**config.mk**
```make
export PLATFORM = sky130hd
export DESIGN_NAME = hsf_raster_ctrl
export DESIGN_NICKNAME = d
export VERILOG_FILES = /design/src/hw/rtl/hsf_pkg.sv /design/src/hw/rtl/hsf_raster_ctrl.sv
export SDC_FILE = /design/constraint.sdc
export NUM_CORES = 1
export LEC_CHECK = 0
export ABC_CLOCK_PERIOD_IN_PS = 7800
export BUFFER_PORTS_ARGS = -buffer_cell sky130_fd_sc_hd__buf_4
export CAP_MARGIN = 0
export CORE_ASPECT_RATIO = 0.5
export CORE_MARGIN = 10
export CORE_UTILIZATION = 39
export DETAILED_ROUTE_END_ITERATION = 12
export GPL_TIMING_DRIVEN = 0
export HOLD_SLACK_MARGIN = 0.08
export SYNTH_ARGS = -nofsm -noshare
export SYNTH_HDL_FRONTEND = slang
export SYNTH_SLANG_ARGS = --single-unit
```
**constraint.sdc**
```tcl
create_clock -name clk -period 7.8 [get_ports clk]
set_input_delay 0.39 -clock clk [delete_from_list [all_inputs] [get_ports clk]]
set_output_delay 0.39 -clock clk [all_outputs]
set_load 0.01 [all_outputs]
```
**src/hw/rtl/hsf_pkg.sv**
```systemverilog
package hsf_pkg;

    // Width of the configuration data port and of both limit registers.
    localparam int CFG_W = 11;

    // Register map of the configuration port.
    typedef enum logic [0:0] {
        REG_LINE_WIDTH   = 1'b0,
        REG_FRAME_HEIGHT = 1'b1
    } cfg_reg_t;

    localparam logic [CFG_W-1:0] LINE_WIDTH_RST   = 11'd256;
    localparam logic [CFG_W-1:0] FRAME_HEIGHT_RST = 11'd256;

    // Per-sample control flags from the raster counters.
    typedef struct packed {
        logic emit;   // window complete: not in first row or first column
        logic keep;   // top-left of window sits on even column and even row
    } win_tag_t;

endpackage

```
**src/hw/rtl/hsf_raster_ctrl.sv**
```systemverilog
module hsf_raster_ctrl #(
    parameter int MAX_WIDTH  = 1024,
    parameter int MAX_HEIGHT = 1024,
    parameter int COL_W      = 10,
    parameter int ROW_W      = 10
) (
    input  logic                     clk,
    input  logic                     rst_n,
    input  logic                     cfg_we,
    input  logic                     cfg_index,
    input  logic [hsf_pkg::CFG_W-1:0] cfg_data,
    input  logic                     advance,
    output logic [COL_W-1:0]         col,
    output logic [ROW_W-1:0]         row,
    output hsf_pkg::win_tag_t        tag
);

    localparam int WL_W = (COL_W + 1 > hsf_pkg::CFG_W) ? COL_W + 1 : hsf_pkg::CFG_W;
    localparam int HL_W = (ROW_W + 1 > hsf_pkg::CFG_W) ? ROW_W + 1 : hsf_pkg::CFG_W;

    logic [hsf_pkg::CFG_W-1:0] line_width_reg;
    logic [hsf_pkg::CFG_W-1:0] frame_height_reg;
    logic [COL_W-1:0]          col_count_reg;
    logic [COL_W-1:0]          col_count_next;
    logic [ROW_W-1:0]          row_count_reg;
    logic [ROW_W-1:0]          row_count_next;

    logic [WL_W-1:0]  w_raw;
    logic [WL_W-1:0]  w_sat;
    logic [HL_W-1:0]  h_raw;
    logic [HL_W-1:0]  h_sat;
    logic [COL_W:0]   w_lim;
    logic [COL_W:0]   w_last;
    logic [ROW_W:0]   h_lim;
    logic [COL_W-1:0] col_eff;
    logic [COL_W:0]   col_inc;
    logic [ROW_W:0]   row_inc;

    // Configuration writes.
    always_ff @(posedge clk or negedge rst_n)
    begin
        if (!rst_n)
        begin
            line_width_reg   <= hsf_pkg::LINE_WIDTH_RST;
            frame_height_reg <= hsf_pkg::FRAME_HEIGHT_RST;
        end
        else if (cfg_we)
        begin
            unique case (hsf_pkg::cfg_reg_t'(cfg_index))
                hsf_pkg::REG_LINE_WIDTH:   line_width_reg   <= cfg_data;
                hsf_pkg::REG_FRAME_HEIGHT: frame_height_reg <= cfg_data;
                default: ;
            endcase
        end
    end

    // Saturate limits to 2..MAX.
    always_comb
    begin
        w_raw = WL_W'(line_width_reg);
        h_raw = HL_W'(frame_height_reg);
        if (w_raw < WL_W'(2))
            w_sat = WL_W'(2);
        else if (w_raw > WL_W'(MAX_WIDTH))
            w_sat = WL_W'(MAX_WIDTH);
        else
            w_sat = w_raw;
        if (h_raw < HL_W'(2))
            h_sat = HL_W'(2);
        else if (h_raw > HL_W'(MAX_HEIGHT))
            h_sat = HL_W'(MAX_HEIGHT);
        else
            h_sat = h_raw;
        w_lim  = w_sat[COL_W:0];
        h_lim  = h_sat[ROW_W:0];
        w_last = w_lim - 1'b1;
    end

    // Pull the column back inside a width that shrank; step the raster position.
    always_comb
    begin
        if ({1'b0, col_count_reg} >= w_lim)
            col_eff = w_last[COL_W-1:0];
        else
            col_eff = col_count_reg;
        col_inc = {1'b0, col_eff} + 1'b1;
        row_inc = {1'b0, row_count_reg} + 1'b1;
        if (col_inc >= w_lim)
        begin
            col_count_next = '0;
            if (row_inc >= h_lim)
                row_count_next = '0;
            else
                row_count_next = row_inc[ROW_W-1:0];
        end
        else
        begin
            col_count_next = col_inc[COL_W-1:0];
            row_count_next = row_count_reg;
        end
    end

    always_ff @(posedge clk or negedge rst_n)
    begin
        if (!rst_n)
        begin
            col_count_reg <= '0;
            row_count_reg <= '0;
        end
        else if (advance)
        begin
            col_count_reg <= col_count_next;
            row_count_reg <= row_count_next;
        end
    end

    assign col = col_eff;
    assign row = row_count_reg;
    // Top-left sits one column left and one row up: even there means odd here.
    assign tag.emit = (col_eff != '0) && (row_count_reg != '0);
    assign tag.keep = col_eff[0] & row_count_reg[0];

endmodule

```
======== Word-level counts from Yosys, hierarchy flattened ========
Index checks and enable logic that the tools add are counted.
storage, ports and cells
  bits in read-only memories .............. 0
  bits in writable memories ............... 0
  memories ................................ 0
  bits in latches ......................... 0
  register bits ........................... 42
operators by class
  reductions and logical operators ........ 6
  magnitude comparators ................... 7
  $mul .................................... 0
  add/sub/neg operators ................... 3
  div/mod/pow operators ................... 0
  multiplexer cells ....................... 7
  equal/unequal tests ..................... 0
  bitwise gates (word level) .............. 2
  shift-type cells ........................ 0
operator list
  kind                                                                           number
  11-bit 2-to-1 mux                                                              4
  10-bit 2-to-1 mux                                                              3
  10-bit by 1-bit adder with 11-bit output, second input constant                2
  11-bit greater-or-equal comparator                                             2
  11-bit greater-than comparator, second input constant                          2
  11-bit by 2-bit less-than comparator with 1-bit output, second input constant  2
  10-bit nonzero test                                                            2
  10-bit by 11-bit greater-or-equal comparator with 1-bit output                 1
  10-bit by 1-bit subtractor with 10-bit output, second input constant           1
  2-bit AND reduction                                                            3
  1-bit AND                                                                      1
  1-bit logical AND                                                              1
  1-bit NOT                                                                      1

======== Longest topological paths before layout ========
  depth after elaboration ................. 8
  depth in mapped cells ................... 27
  gate-level depth less buffers ........... 24

======== Least setup slack after synthesis ========
OpenSTA, ideal clock, no wires.
  path kind ............................... register to register
  start ................................... reg line_width_reg[6] (netlist bit)
  end ..................................... reg row_count_reg[0], in the netlist row[0]
  arrival time ............................ 5.352 ns
  stages on the path, launching flop included .. 25
  slack ................................... 2.324 ns
  path buffers ............................ 1
  setup time .............................. 0.125 ns
  cells stage by stage .................... dfrtp_1 -> or4_1 -> o41ai_1 -> nand2b_1 -> inv_1 -> ha_1 -> nor2b_1 -> o21ai_0 -> a211oi_1 -> or2_2 -> clkbuf_1 -> o21ai_0 -> inv_1 -> ha_1 -> inv_1 -> or3_1 -> xnor2_1 -> ha_1 -> a21o_1 -> a2111oi_0 -> o21ai_0 -> a221oi_1 -> nand2b_1 -> a21oi_1 -> mux2_2
between the ends
  cells in the longest elaborated chain, start to end .. 8
  elaborated cells on any way between the ends .. 10
RTL lines
  what                                                                                                                                    line                                          RTL
  from (decl)                                                                                                                             hsf_raster_ctrl.sv:21                         logic [hsf_pkg::CFG_W-1:0] line_width_reg;
  from (signal assigned)                                                                                                                  hsf_raster_ctrl.sv:44                         line_width_reg <= hsf_pkg::LINE_WIDTH_RST;
  from (signal assigned)                                                                                                                  hsf_raster_ctrl.sv:50                         hsf_pkg::REG_LINE_WIDTH: line_width_reg <= cfg_data;
  11-bit greater-than comparator                                                                                                          hsf_raster_ctrl.sv:64                         else if (w_raw > WL_W'(MAX_WIDTH))
  11-bit 2-to-1 mux                                                                                                                       hsf_raster_ctrl.sv:64
  11-bit 2-to-1 mux (*)                                                                                                                   hsf_raster_ctrl.sv:62                         if (w_raw < WL_W'(2))
  10-bit by 1-bit subtractor with 10-bit output / 10-bit by 11-bit greater-or-equal comparator with 1-bit output (equally long branches)  hsf_raster_ctrl.sv:76, hsf_raster_ctrl.sv:82
  10-bit 2-to-1 mux (*)                                                                                                                   hsf_raster_ctrl.sv:82                         if ({1'b0, col_count_reg} >= w_lim)
  named net col[0]                                                                                                                        hsf_raster_ctrl.sv:13                         output logic [COL_W-1:0] col,
  10-bit by 1-bit adder with 11-bit output (*)                                                                                            hsf_raster_ctrl.sv:86                         col_inc = {1'b0, col_eff} + 1'b1;
  11-bit greater-or-equal comparator (*)                                                                                                  hsf_raster_ctrl.sv:88                         if (col_inc >= w_lim)
  2-bit AND reduction (no line) (*)                                                                                                       --
  to (signal assigned)                                                                                                                    hsf_raster_ctrl.sv:113                        row_count_reg <= row_count_next;
  to (decl)                                                                                                                               hsf_raster_ctrl.sv:25                         logic [ROW_W-1:0] row_count_reg;
The timed path passes the listed nets; every way through them passes the cells marked *.
A chain may end at the register's enable or synchronous reset.

======== Worst setup path in the final report ========
  start ................................... reg line_width_reg[6] (netlist bit)
  end ..................................... reg row_count_reg[0], in the netlist row[0]
between the ends
  cells in the longest elaborated chain, start to end .. 8
  elaborated cells on any way between the ends .. 10
RTL lines
  what                                                                                                                                    line
  11-bit greater-than comparator                                                                                                          hsf_raster_ctrl.sv:64
  11-bit 2-to-1 mux                                                                                                                       hsf_raster_ctrl.sv:64
  11-bit 2-to-1 mux (*)                                                                                                                   hsf_raster_ctrl.sv:62
  10-bit by 1-bit subtractor with 10-bit output / 10-bit by 11-bit greater-or-equal comparator with 1-bit output (equally long branches)  hsf_raster_ctrl.sv:76, hsf_raster_ctrl.sv:82
  10-bit 2-to-1 mux                                                                                                                       hsf_raster_ctrl.sv:82
  10-bit by 1-bit adder with 11-bit output                                                                                                hsf_raster_ctrl.sv:86
  11-bit greater-or-equal comparator (*)                                                                                                  hsf_raster_ctrl.sv:88
  2-bit AND reduction (no line) (*)                                                                                                       --
Every way passes the cells marked *; elsewhere a longest branch is shown, timed or not.

==> run metrics <==
top achievable clock speed 146 MHz; IO Pins 38; critical path launch point type flop; crit path kind reg -> reg; Logic pwr share 0.591; hpwl dp 6760 um; Core Rows 23; Setup Skew 0.00568 ns; initial antenna violation count 0; root buffer cell clkbuf_16; Final Hold Fails 0; drt drc 0; Syn Std Cell Area 3230 um^2; commonest non-fill, non-tap cell in the layout dfrtp_1; router iterations before antenna repair 5; fin crit share 0.879; max incr delay on CP 0.61 ns; Clock Latency Late Sink 0.29 ns; number of flops mapped to enable cells by yosys 0; Gate Count Post-Synth 345; critical path, cell by cell or4_1 > o41ai_1 > nand2b_1 > inv_1 > ha_1 > nor2b_1 > o21ai_0 > a211oi_1 > or2_2 > clkbuf_1 > o21ai_0 > inv_1 > ha_1 > inv_1 > a211o_1 > a211o_1 > and2_1 > ha_1 > a2111oi_0 > o21ai_0 > a221oi_1 > nand2b_1 > clkbuf_1 > mux2_2; Yosys cell types 54; Warnings, synthesis 0; VDD IR max 0.140 mV; CP Capture Type flop; CTS max path bufs 2; met2 Track Usage GR 0.230; CORE AREA 8030 um^2; Die Ht 84.3 um; critical path's top delay family compound AO/OA/AOI/OAI gates; PwrDens 350 nW/um^2; Core Util, Final 0.473; WP data required 8.03 ns; Global Route Usage Sum 0.137; H-tree depth 2; Initial Utilization 0.402; drt total wl 8630 um; aggregate negative setup slack 0 ns; antenna diode count 0; Internal 734 uW; CP bufs+invs 5; Syn Nets 398; CTS Hold Bufs 0; outcome complete, no violations; Syn-to-layout area delta 17.6%; first-pass GRT wire length 14200 um; Placer Congestion 0.963; ys flop type dfrtp_1; Final nets 442; Wirelength per Cell 17.2 um; total grt overflow 0; MaxCap Viol Count 0; cts bufs inserted 5; width of the die 149 um; GRT met3 Usage 0.0278; crit path DAT 7.09 ns; die area 12500 um^2; IO buf count 37; gr busiest metal met2; Post-CTS Setup Inserts 0; CTS tree yes; layout cell share with drive strength beyond 1 0.208; DRT iter0 DRCs 248; Slew HR 0.450; Clock Sinks 42; Clock transition at path regs 0.07 ns; Hold WC Path Type in -> async; switch share 0.447; DRT antenna net count 0; asr flop ratio synth 1.00; post-CTS sizing 0; commonest non-fill, non-tap cells in the layout 40 x dfrtp_1, 37 x ha_1, 37 x buf_4; register area share after synthesis 0.326; unrepaired setup endpoints after global routing no; Mean Syn Cell Area 9.36 um^2; Tmin final 6.86 ns; CP max stage cell or4_1; setup violators final 0; Worst Path Max Fanout 10; vias in the first global route 2805; sequential share of power 0.245; Via density 5.53; GR Util met1 0.174; clock share of power 0.164; LEAKAGE 1.77 nW; Worst Max-Slew Pin Slew 0.826 ns; Yosys reg bits 42; largest net degree at the start of global routing 43; vias 2774; switching pwr 594 uW; Max Slew Vio Count 0
[worst reg2reg max path: stages, from the launching register on]
cell,delay [ns]
dfrtp_1,0.44
or4_1,0.61
o41ai_1,0.51
nand2b_1,0.21
inv_1,0.07
ha_1,0.27
nor2b_1,0.12
o21ai_0,0.15
a211oi_1,0.35
or2_2,0.18
clkbuf_1,0.33
o21ai_0,0.28
inv_1,0.17
ha_1,0.21
inv_1,0.07
a211o_1,0.33
a211o_1,0.30
and2_1,0.16
ha_1,0.21
a2111oi_0,0.39
o21ai_0,0.22
a221oi_1,0.31
nand2b_1,0.26
clkbuf_1,0.40
mux2_2,0.25
[layout make-up]
cell class	instances	area (um^2)
Fill cell	768	4230
Multi-Input combinational cell	266	2030
Sequential cell	42	1050
Timing Repair Buffer	37	278
Tap cell	112	140
Clock buffer	5	125
Inverter	23	86.3
Buffer	14	56.3
Clock inverter	3	25.0
[logic make-up (layout without fill, tap and decap cells)]
family	after synthesis	count (layout)	share of synthesized area
AOI/OAI and AO/OA	80	80	0.177
xor gates and xnor gates	16	16	0.0434
adders and majority gates	37	37	0.143
buffers and inverters	37	82	0.0442
DFF	42	42	0.326
muxes	29	29	0.0988
and+or+nand+nor	104	104	0.167
[through the flow]
stage	hold slack (ns)	setup WS (ns)	area (um^2)	total power [mW]	std cells
floorplan	0.0944	2.32	3230	0.838	345
global placement	0.409	1.21	3650	1.08	494
detailed placement	0.427	1.08	3650	1.11	494
CTS	0.116	1.04	3800	1.34	502
global route	0.137	0.515	3800	1.44	502
finish	0.0813	0.941	3800	1.33	502
[cell usage after synthesis (all sizes together) (2+ instances only)]
cell	number	area share
nor2b	10	0.019
nand2	28	0.033
buf	3	0.0046
xnor2	12	0.033
nand3	11	0.017
a211oi	3	0.0070
a31oi	3	0.0058
a21oi	13	0.020
o31ai	3	0.0070
o211a	2	0.0062
xor2	4	0.011
inv	23	0.027
nor4	4	0.0077
clkbuf	11	0.013
a21o	4	0.0093
o2111ai	2	0.0054
nand2b	9	0.017
or4b	2	0.0062
mux2	23	0.080
o21ai	16	0.025
a211o	2	0.0054
o21a	2	0.0046
ha	37	0.14
o211ai	2	0.0046
or3	5	0.0097
a22o	9	0.024
nor2	15	0.017
mux2i	6	0.019
dfstp	2	0.016
and3	3	0.0058
o22ai	3	0.0077
a31o	7	0.019
nor3	9	0.014
dfrtp	40	0.31
[power by group through the flow]
| stage | logic [mW] | clock network (mW) | registers [mW] |
|---|---|---|---|
| finish | 0.785 | 0.217 | 0.326 |
| global route | 0.875 | 0.231 | 0.334 |
| CTS | 0.788 | 0.223 | 0.325 |
| detailed placement | 0.779 | 0 | 0.329 |
| global placement | 0.753 | 0 | 0.327 |
| floorplan | 0.523 | 0 | 0.315 |
[per-layer routing]
layer / share of wire / vias to the layer above / routed length [um]
met4: 0.011 / 0 / 98
li1: - / 1353 / -
met5: 0 / - / 0
met3: 0.045 / 9 / 390
met2: 0.48 / 68 / 4100
met1: 0.47 / 1344 / 4040
[final timing paths]
check / startpoint / endpoint / slack [ns] / cells past startpoint
worst max-delay path: line_width_reg[6] / row[0] / 0.94 / 24
worst min-delay path: rst_n / row[1] / 0.08 / 1
worst max register to register: line_width_reg[6] / row[0] / 0.94 / 24
worst min register to register: frame_height_reg[5] / frame_height_reg[5] / 0.55 / 1
max in group asynchronous: rst_n / frame_height_reg[8] / 7.33 / 1
min in group clk: cfg_data[8] / line_width_reg[8] / 0.32 / 3
Power figures use the tool's default switching activity.
