## src/hw/rtl/hsf_pkg.sv

```systemverilog
package hsf_pkg;

    // Width of the configuration data port and of both limit registers.
    localparam int CFG_W = 11;

    // Register map of the configuration port.
    typedef enum logic [0:0] {
        REG_LINE_WIDTH   = 1'b0,
        REG_FRAME_HEIGHT = 1'b1
    } cfg_reg_t;

    localparam logic [CFG_W-1:0] LINE_WIDTH_RST   = 11'd256;
    localparam logic [CFG_W-1:0] FRAME_HEIGHT_RST = 11'd256;

    // Per-sample control flags from the raster counters.
    typedef struct packed {
        logic emit;   // window complete: not in first row or first column
        logic keep;   // top-left of window sits on even column and even row
    } win_tag_t;

endpackage

```

## src/hw/rtl/hsf_butterfly.sv

```systemverilog
module hsf_butterfly #(
    parameter int SAMPLE_BITS = 16,
    parameter int COL_W       = 10,
    parameter int ROW_W       = 10,
    parameter int SUM_W       = 18
) (
    input  logic                    clk,
    input  logic                    rst_n,
    input  logic                    load,
    input  logic [SAMPLE_BITS-1:0]  sample,
    input  logic [COL_W-1:0]        col,
    input  logic [ROW_W-1:0]        row,
    input  hsf_pkg::win_tag_t       tag,
    input  logic [SAMPLE_BITS-1:0]  above,
    output logic                    load_ready,
    output logic                    result_valid,
    input  logic                    result_ready,
    output logic [SUM_W-1:0]        ll_sum,
    output logic signed [SUM_W-1:0] lh_diff,
    output logic signed [SUM_W-1:0] hl_diff,
    output logic signed [SUM_W-1:0] hh_diff,
    output logic [COL_W-1:0]        out_col,
    output logic [ROW_W-1:0]        out_row,
    output logic                    keep_next_scale
);

    logic                   s1_valid_reg;
    logic [SAMPLE_BITS-1:0] s1_sample_reg;
    logic [COL_W-1:0]       s1_col_reg;
    logic [ROW_W-1:0]       s1_row_reg;
    hsf_pkg::win_tag_t      s1_tag_reg;
    logic [SAMPLE_BITS-1:0] above_left_reg;
    logic [SAMPLE_BITS-1:0] left_reg;

    logic                    result_valid_reg;
    logic                    result_valid_next;
    logic [SUM_W-1:0]        ll_reg;
    logic signed [SUM_W-1:0] lh_reg;
    logic signed [SUM_W-1:0] hl_reg;
    logic signed [SUM_W-1:0] hh_reg;
    logic [COL_W-1:0]        col_reg;
    logic [ROW_W-1:0]        row_reg;
    logic                    keep_reg;

    logic                    s1_adv;
    logic signed [SUM_W-1:0] a_s;
    logic signed [SUM_W-1:0] b_s;
    logic signed [SUM_W-1:0] d_s;
    logic signed [SUM_W-1:0] e_s;
    logic signed [SUM_W-1:0] top_sum;
    logic signed [SUM_W-1:0] bot_sum;
    logic signed [SUM_W-1:0] top_dif;
    logic signed [SUM_W-1:0] bot_dif;

    assign s1_adv     = s1_valid_reg && (!result_valid_reg || result_ready);
    assign load_ready = !s1_valid_reg || s1_adv;

    // Window operands: a top-left, b top-right, d bottom-left, e bottom-right.
    always_comb
    begin
        a_s     = $signed({2'b00, above_left_reg});
        b_s     = $signed({2'b00, above});
        d_s     = $signed({2'b00, left_reg});
        e_s     = $signed({2'b00, s1_sample_reg});
        top_sum = a_s + b_s;
        bot_sum = d_s + e_s;
        top_dif = a_s - b_s;
        bot_dif = d_s - e_s;
    end

    always_comb
    begin
        if (s1_adv && s1_tag_reg.emit)
            result_valid_next = 1'b1;
        else if (result_ready)
            result_valid_next = 1'b0;
        else
            result_valid_next = result_valid_reg;
    end

    always_ff @(posedge clk or negedge rst_n)
    begin
        if (!rst_n)
        begin
            s1_valid_reg     <= 1'b0;
            result_valid_reg <= 1'b0;
            above_left_reg   <= '0;
            left_reg         <= '0;
        end
        else
        begin
            result_valid_reg <= result_valid_next;
            if (load)
                s1_valid_reg <= 1'b1;
            else if (s1_adv)
                s1_valid_reg <= 1'b0;
            if (s1_adv)
            begin
                above_left_reg <= above;
                left_reg       <= s1_sample_reg;
            end
        end
    end

    always_ff @(posedge clk)
    begin
        if (load)
        begin
            s1_sample_reg <= sample;
            s1_col_reg    <= col;
            s1_row_reg    <= row;
            s1_tag_reg    <= tag;
        end
        if (s1_adv && s1_tag_reg.emit)
        begin
            ll_reg   <= $unsigned(top_sum + bot_sum);
            lh_reg   <= top_dif + bot_dif;
            hl_reg   <= top_sum - bot_sum;
            hh_reg   <= top_dif - bot_dif;
            col_reg  <= s1_col_reg - 1'b1;
            row_reg  <= s1_row_reg - 1'b1;
            keep_reg <= s1_tag_reg.keep;
        end
    end

    assign result_valid    = result_valid_reg;
    assign ll_sum          = ll_reg;
    assign lh_diff         = lh_reg;
    assign hl_diff         = hl_reg;
    assign hh_diff         = hh_reg;
    assign out_col         = col_reg;
    assign out_row         = row_reg;
    assign keep_next_scale = keep_reg;

endmodule

```

## config.mk

```make
export PLATFORM = sky130hd
export DESIGN_NAME = hsf_butterfly
export DESIGN_NICKNAME = d
export VERILOG_FILES = /design/src/hw/rtl/hsf_pkg.sv /design/src/hw/rtl/hsf_butterfly.sv
export SDC_FILE = /design/constraint.sdc
export NUM_CORES = 1
export LEC_CHECK = 0
export BUFFER_PORTS_ARGS = -buffer_cell sky130_fd_sc_hd__buf_2
export CAP_MARGIN = 0
export CORE_MARGIN = 8
export CORE_UTILIZATION = 54
export DETAILED_ROUTE_END_ITERATION = 8
export MAX_ROUTING_LAYER = met4
export PLACE_DENSITY = 0.86
export SLEW_MARGIN = 30
export SYNTH_ARGS = -nofsm -noshare
export SYNTH_HDL_FRONTEND = slang
export SYNTH_SLANG_ARGS = --single-unit
```

## constraint.sdc

```tcl
create_clock -name clk -period 5.04 [get_ports clk]
set_clock_uncertainty 0.1 [all_clocks]
set_input_delay 0.252 -clock clk [delete_from_list [all_inputs] [get_ports clk]]
set_output_delay 0.252 -clock clk [all_outputs]
set_load 0.02 [all_outputs]
```

After elaboration in Yosys (flattened, before gate mapping)
Index checks and enable logic that the tools add are counted.
{ "totals": {"reg_bits": 165, "out_inout_bits": 95, "elab_cells": 38} }
{ "op_classes": {"n_addsub": 10, "n_mux": 4, "reduce_logical": 8} }
{ "ops": {"columns": ["op", "count"], "rows": [
  ["$add A17 B17 Y18", 2],
  ["$sub A17 B17 Y18", 2],
  ["$add A16 B16 Y17", 2],
  ["$sub A16 B16 Y17", 2],
  ["$sub A10 B1 Y10 const B", 2],
  ["$mux W1", 4],
  ["$reduce_bool A2 Y1", 2],
  ["$logic_and A1 B1 Y1", 2],
  ["$logic_not A1 Y1", 2],
  ["$logic_or A1 B1 Y1", 2]
]} }

Depth between registers and ports, before layout
{ "depth": {"ltp_word": 5, "ltp_mapped": 19, "ltp_nobuf": 18} }

Least setup slack after synthesis
No wires, ideal clock.
{ "synth_timing": {"path_type": "register to register", "startpoint": "register result_valid_reg (netlist: result_valid)", "endpoint": "register result_valid_reg (netlist: result_valid)", "setup_time_ps": 89, "arrival_time_ps": 5203, "required_time_ps": 4851, "setup_slack_ps": -351, "path_stages_with_launch": 6, "n_path_buf": 1, "synth_period_minus_slack_ps": 5391, "path_cell_list": "dfrtp_1 -> nor2b_1 -> nand2b_1 -> clkbuf_1 -> nor2_1 -> or2_2"} }
{ "synth_between": {"elab_chain_cells": 5} }
{ "synth_rtl": {"columns": ["element", "line", "text"], "rows": [
  ["start, declared", "hsf_butterfly.sv:35", "logic result_valid_reg;"],
  ["start signal, assigned", "hsf_butterfly.sv:92", "result_valid_reg <= result_valid_next;"],
  ["$logic_not A1 Y1", "hsf_butterfly.sv:55", "assign s1_adv = s1_valid_reg && (!result_valid_reg || result_ready);"],
  ["$logic_or A1 B1 Y1", "hsf_butterfly.sv:55", null],
  ["$logic_and A1 B1 Y1", "hsf_butterfly.sv:55", null],
  ["$logic_and A1 B1 Y1", "hsf_butterfly.sv:73", "if (s1_adv && s1_tag_reg.emit)"],
  ["$mux W1", "hsf_butterfly.sv:73", null],
  ["via result_valid_next", "hsf_butterfly.sv:36", "logic result_valid_next;"]
]} }
The timed path passes the listed nets, and every way through them passes these cells.
A chain may end at the register's enable or synchronous reset.

Worst setup path after layout
{ "layout_timing": {"startpoint": "input above[0]", "endpoint": "register lh_reg[17] (netlist: lh_diff[17]), data pin"} }
{ "layout_between": {"elab_chain_cells": 2} }
{ "layout_rtl": {"columns": ["element", "line", "text"], "rows": [
  ["start, declared", "hsf_butterfly.sv:14", "input logic [SAMPLE_BITS-1:0] above,"],
  ["$sub A16 B16 Y17", "hsf_butterfly.sv:67", "top_dif = a_s - b_s;"],
  ["$add A17 B17 Y18", "hsf_butterfly.sv:117", "lh_reg <= top_dif + bot_dif;"],
  ["end signal, assigned", "hsf_butterfly.sv:117", null],
  ["end, declared", "hsf_butterfly.sv:38", "logic signed [SUM_W-1:0] lh_reg;"]
]} }
No other way between the ends.

==> impl_summary.md <==
Status
The flow ran to the end, and the final reports show no timing, DRC or antenna violations.

Detailed routing
The wire length reported by the detailed router is 31000 um. In the routed design, unresolved DRC markers number 0. The total via count after detailed routing is 9534.

The number of DRC violations after detailed-routing iteration 0 is 725. The count of nets left with antenna violations after detail routing is 0. The first detailed-routing pass ran for 5 iterations. In the routed layout, each cell is associated on average with a via count of 5.66. Dividing the detail-routed wire length by the instance count gives 18.4 um.

Worst setup path
STA puts the critical path data required time at 5.25 ns. The startpoint identified for the worst register-to-register timing path is s1_sample_reg[1]. The slowest stage of the critical path is the sky130_fd_sc_hd__dlygate4sd3_1 cell. The setup path with the least slack is of type primary input to flip-flop.

The worst stage delay on the critical path is 0.53 ns. The signal on the critical path passes through dlygate4sd3_1 -> buf_2 -> ha_1 -> fa_1 -> nor2b_1 -> o21a_1 -> nor2_1 -> o21bai_1 -> a21oi_1 -> o21bai_1 -> xor2_1 -> ha_1 -> a21o_1 -> a211oi_1 -> o21ai_1 -> a31oi_1 -> o31ai_1 -> a2111oi_0 -> a21o_1. Data arrives at the worst endpoint at 4.70 ns. Counting cells, the worst reg-to-reg path comes to 16. The maximum fanout along the worst path is 9.

Across all register-to-register paths, the minimum setup slack is 0.59 ns. The end of the worst register-to-register path is lh_diff[17]. The category of cells accounting for the largest share of critical-path delay is compound AO/OA/AOI/OAI gates. STA classifies the critical path endpoint as a flip-flop. STA classifies the critical path startpoint as a primary input. The logic depth of the worst setup path including buffers is 19.

The critical path contains buffers and inverters numbering 2 combined.

Timing
Dividing the final minimum period by the clock period gives 0.891. The final max-slew violation count is 0. The normalized max-slew margin is 0.421. Setup repair after global routing left no endpoint under its margin. The number of hold-slack violations in the final timing report is 0. The transition time at the pin with the least slew margin is 0.869 ns. The final total negative setup slack is 0 ns.

The smallest hold slack is 0.00423 ns. Based on the critical path, the design can be clocked at up to 0.223 GHz. The routed design could run at a clock period as short as 4.49 ns. The setup violation total in the final timing report is 0.

Logic synthesis
Synthesis inferred 163 register bits. When the netlist entered floorplanning its net count stood at 1423. After technology mapping, the gate count stands at 1223. The synthesized netlist occupies a cell area of 11900 um2. The average instance in the mapped netlist occupies 9.69 um2. The part of the Yosys area used for sequential elements is 0.399. Counting flops with an async set or reset pin after synthesis yields a share of 0.209.

The number of flops mapped to enable cells by yosys is 129. Counting distinct cell types in the post-synthesis netlist gives 71. During synthesis, Yosys emitted a total of 0 warnings. The most instantiated flip-flop cell in the synthesis netlist is sky130_fd_sc_hd__edfxtp_1.

Floorplan
The I/O pin total is 153. The area of the die is 26900 um2. The area of the core region is 21700 um2. The overall die width is 164 um. The floorplan step set the die height to 164 um. The floorplan has 54 rows. The initial utilization of the core area, before any placement, comes to 0.547.

Clocking
The number of clock sinks seen by CTS is 163. The number of gates resized after CTS was 0. The total of hold buffers inserted after clock tree synthesis is 40. The number of CTS-inserted buffers is 17. The clock reaches the later pin of the worst-skew pair after 0.44 ns. The number of setup buffers added after CTS is 0. The clock passes through at most 2 buffers.

The H-tree level count is 4. TritonCTS built the clock tree. Clock tree synthesis selected as its root buffer the cell sky130_fd_sc_hd__clkbuf_16.

The clock-pin slew on the worst setup and hold paths is 0.07 ns.

Layout
The count of nets after finishing is 1589. The sequential cell area is 4720 um2. The fraction of final layout cells with drive strength greater than 1 is 0.150. Relative to the synthesized area, the layout overhead comes to 16.2%. The number of fill cells in the layout is 1748.

In the final layout, the multi-input gates occupy 6470 um2.

Pwr
The net switching power of the design is 4.56 mW. The share of total power dissipated in combinational logic is 0.636. VDD sags by at most 0.303 mV. The analysis attributes to cell leakage a power of 5.98 nW.

The internal portion of total power is 5.23 mW. The fraction of power spent switching nets is 0.466. The share of total power dissipated in the clock network is 0.130.

The share of total power dissipated in sequential elements is 0.233. For this design the ratio of total power to cell area is 711 nW/um2.

Global routing
The number of antenna violations at the first check in global routing is 3. The wire length of the first global-routing pass is 48500 um. The final global-route overflow total is 0. The largest net degree at the start of global routing is 93. The via count of the first global-routing pass is 9590. The total track usage is 0.235.

Min path
The cell depth of the worst min-delay path is 3. The class of the tightest hold or removal check is primary input to flip-flop. The worst hold path endpoint is above_left_reg[10].

The hold path startpoint is above[10].

Flow run
Across the run, the number of max-cap violations was 0.

Placed design
The final weighted congestion in routability-driven placement is 0.972. The quantity of I/O buffers inserted on ports is 152. The wire-length estimate of the detail-placed layout is 23500 um.
[placed cells by master, fill, tap and decap left out, types with 18 or more instances in the layout]
master                          netlist  routed
sky130_fd_sc_hd__dlygate4sd3_1        0      40
sky130_fd_sc_hd__dfrtp_1             34      34
sky130_fd_sc_hd__a21o_1              18      18
sky130_fd_sc_hd__nor3_1              25      25
sky130_fd_sc_hd__a21oi_1             94      94
sky130_fd_sc_hd__o21ai_0             66      66
sky130_fd_sc_hd__buf_2               11     152
sky130_fd_sc_hd__o21bai_1            25      25
sky130_fd_sc_hd__nor2b_1             20      20
sky130_fd_sc_hd__edfxtp_1           129     129
sky130_fd_sc_hd__inv_1              117     117
sky130_fd_sc_hd__nor2_1             118     117
sky130_fd_sc_hd__nand2b_1            21      20
sky130_fd_sc_hd__ha_1               134     134
sky130_fd_sc_hd__nand2_1             60      60
sky130_fd_sc_hd__xor2_1              24      24
sky130_fd_sc_hd__xnor2_1            106     106
[cell families after synthesis]
logic type                 after synthesis  share of synthesized area
AOI/OAI and AO/OA                      314                      0.171
xor gates and xnor gates               130                     0.0961
adders and majority gates              142                      0.155
buffers and inverters                  171                     0.0572
DFF                                    163                      0.399
muxes                                    3                    0.00317
and+or+nand+nor                        300                      0.119
[cell usage after synthesis, types with 5 or more instances]
cell type | instances | area (um2)
sky130_fd_sc_hd__a21oi_1 | 94 | 470
sky130_fd_sc_hd__nor2_1 | 118 | 443
sky130_fd_sc_hd__xor2_1 | 24 | 210
sky130_fd_sc_hd__a21o_1 | 18 | 135
sky130_fd_sc_hd__a211oi_1 | 11 | 82.6
sky130_fd_sc_hd__o31a_1 | 5 | 43.8
sky130_fd_sc_hd__fa_1 | 8 | 160
sky130_fd_sc_hd__a31oi_1 | 11 | 68.8
sky130_fd_sc_hd__o21a_1 | 13 | 97.6
sky130_fd_sc_hd__nand3_1 | 15 | 75.1
sky130_fd_sc_hd__dfrtp_1 | 34 | 851
sky130_fd_sc_hd__edfxtp_1 | 129 | 3870
sky130_fd_sc_hd__o21ai_0 | 66 | 330
sky130_fd_sc_hd__o21bai_1 | 25 | 188
sky130_fd_sc_hd__o21ai_1 | 16 | 80.1
sky130_fd_sc_hd__ha_1 | 134 | 1680
sky130_fd_sc_hd__o31ai_1 | 9 | 67.6
sky130_fd_sc_hd__inv_2 | 5 | 18.8
sky130_fd_sc_hd__nand2_1 | 60 | 225
sky130_fd_sc_hd__nor2b_1 | 20 | 125
sky130_fd_sc_hd__xnor2_1 | 106 | 928
sky130_fd_sc_hd__buf_2 | 11 | 55.1
sky130_fd_sc_hd__nand2b_1 | 21 | 131
sky130_fd_sc_hd__or3_1 | 5 | 31.3
sky130_fd_sc_hd__nand4_1 | 5 | 31.3
sky130_fd_sc_hd__clkbuf_1 | 28 | 105
sky130_fd_sc_hd__nor4_1 | 7 | 43.8
sky130_fd_sc_hd__nor3_1 | 25 | 125
sky130_fd_sc_hd__a211o_1 | 5 | 43.8
sky130_fd_sc_hd__inv_1 | 117 | 439
[power groups by stage]
stage	combinational [mW]	sequential (mW)	clock, mW
4_1_cts	6.16	2.29	1.28
5_1_grt	6.78	2.33	1.34
2_1_floorplan	4.15	2.68	0
6_report	6.23	2.28	1.28
3_3_place_gp	6.03	2.29	0
3_5_place_dp	6.09	2.32	0
[how the worst max path moves through the flow]
stage               slack [ns]        startpoint     endpoint
global placement          0.66  s1_sample_reg[1]  lh_diff[17]
finish                    0.55          above[0]  lh_diff[17]
floorplan                 1.13  s1_sample_reg[2]  lh_diff[17]
global route              0.22          above[0]  lh_diff[17]
CTS                       0.59  s1_sample_reg[1]  lh_diff[17]
detailed placement        0.61  s1_sample_reg[1]  lh_diff[17]
[metal layers]
metal,up-vias,track usage,share of wire
li1,4591,-,-
met1,4542,0.282,0.43
met2,351,0.392,0.48
met3,50,0.0439,0.068
met4,0,0.0756,0.022
met5,-,-,0
[worst reg2reg max path, stage by stage, from the launching register on]
cell and delay, ns:
sky130_fd_sc_hd__edfxtp_1 0.44, sky130_fd_sc_hd__inv_1 0.14, sky130_fd_sc_hd__ha_1 0.26, sky130_fd_sc_hd__nor2b_1 0.15, sky130_fd_sc_hd__o31a_1 0.29, sky130_fd_sc_hd__o32ai_2 0.35, sky130_fd_sc_hd__o21ai_2 0.14, sky130_fd_sc_hd__a211oi_2 0.26
sky130_fd_sc_hd__nor2_1 0.11, sky130_fd_sc_hd__xor2_1 0.17, sky130_fd_sc_hd__ha_1 0.55, sky130_fd_sc_hd__nand3_1 0.19, sky130_fd_sc_hd__nor3_1 0.19, sky130_fd_sc_hd__a31oi_1 0.15, sky130_fd_sc_hd__o31ai_1 0.39, sky130_fd_sc_hd__a2111oi_0 0.16
sky130_fd_sc_hd__a21o_1 0.17
[final cells by class]
type,count,area share
diodes,3,0.000545
clock buffers,21,0.0334
clock inverters,11,0.00745
inverters,123,0.0335
multi-input cells,889,0.470
flip-flops and latches,163,0.343
well taps,280,0.0254
repair buffers,195,0.0869
[stage by stage]
stage | power (mW) | setup WS (ns) | util | instances | instance area [um2]
floorplan | 6.83 | 1.13 | - | 1223 | 11900
global placement | 8.32 | 0.658 | 0.590 | 1610 | 12800
detailed placement | 8.41 | 0.615 | 0.590 | 1610 | 12800
CTS | 9.73 | 0.591 | 0.635 | 1682 | 13800
global route | 10.4 | 0.220 | 0.635 | 1685 | 13800
finish | 9.79 | 0.549 | 0.635 | 1685 | 13800
No activity file was read; power rests on OpenSTA's default activity.
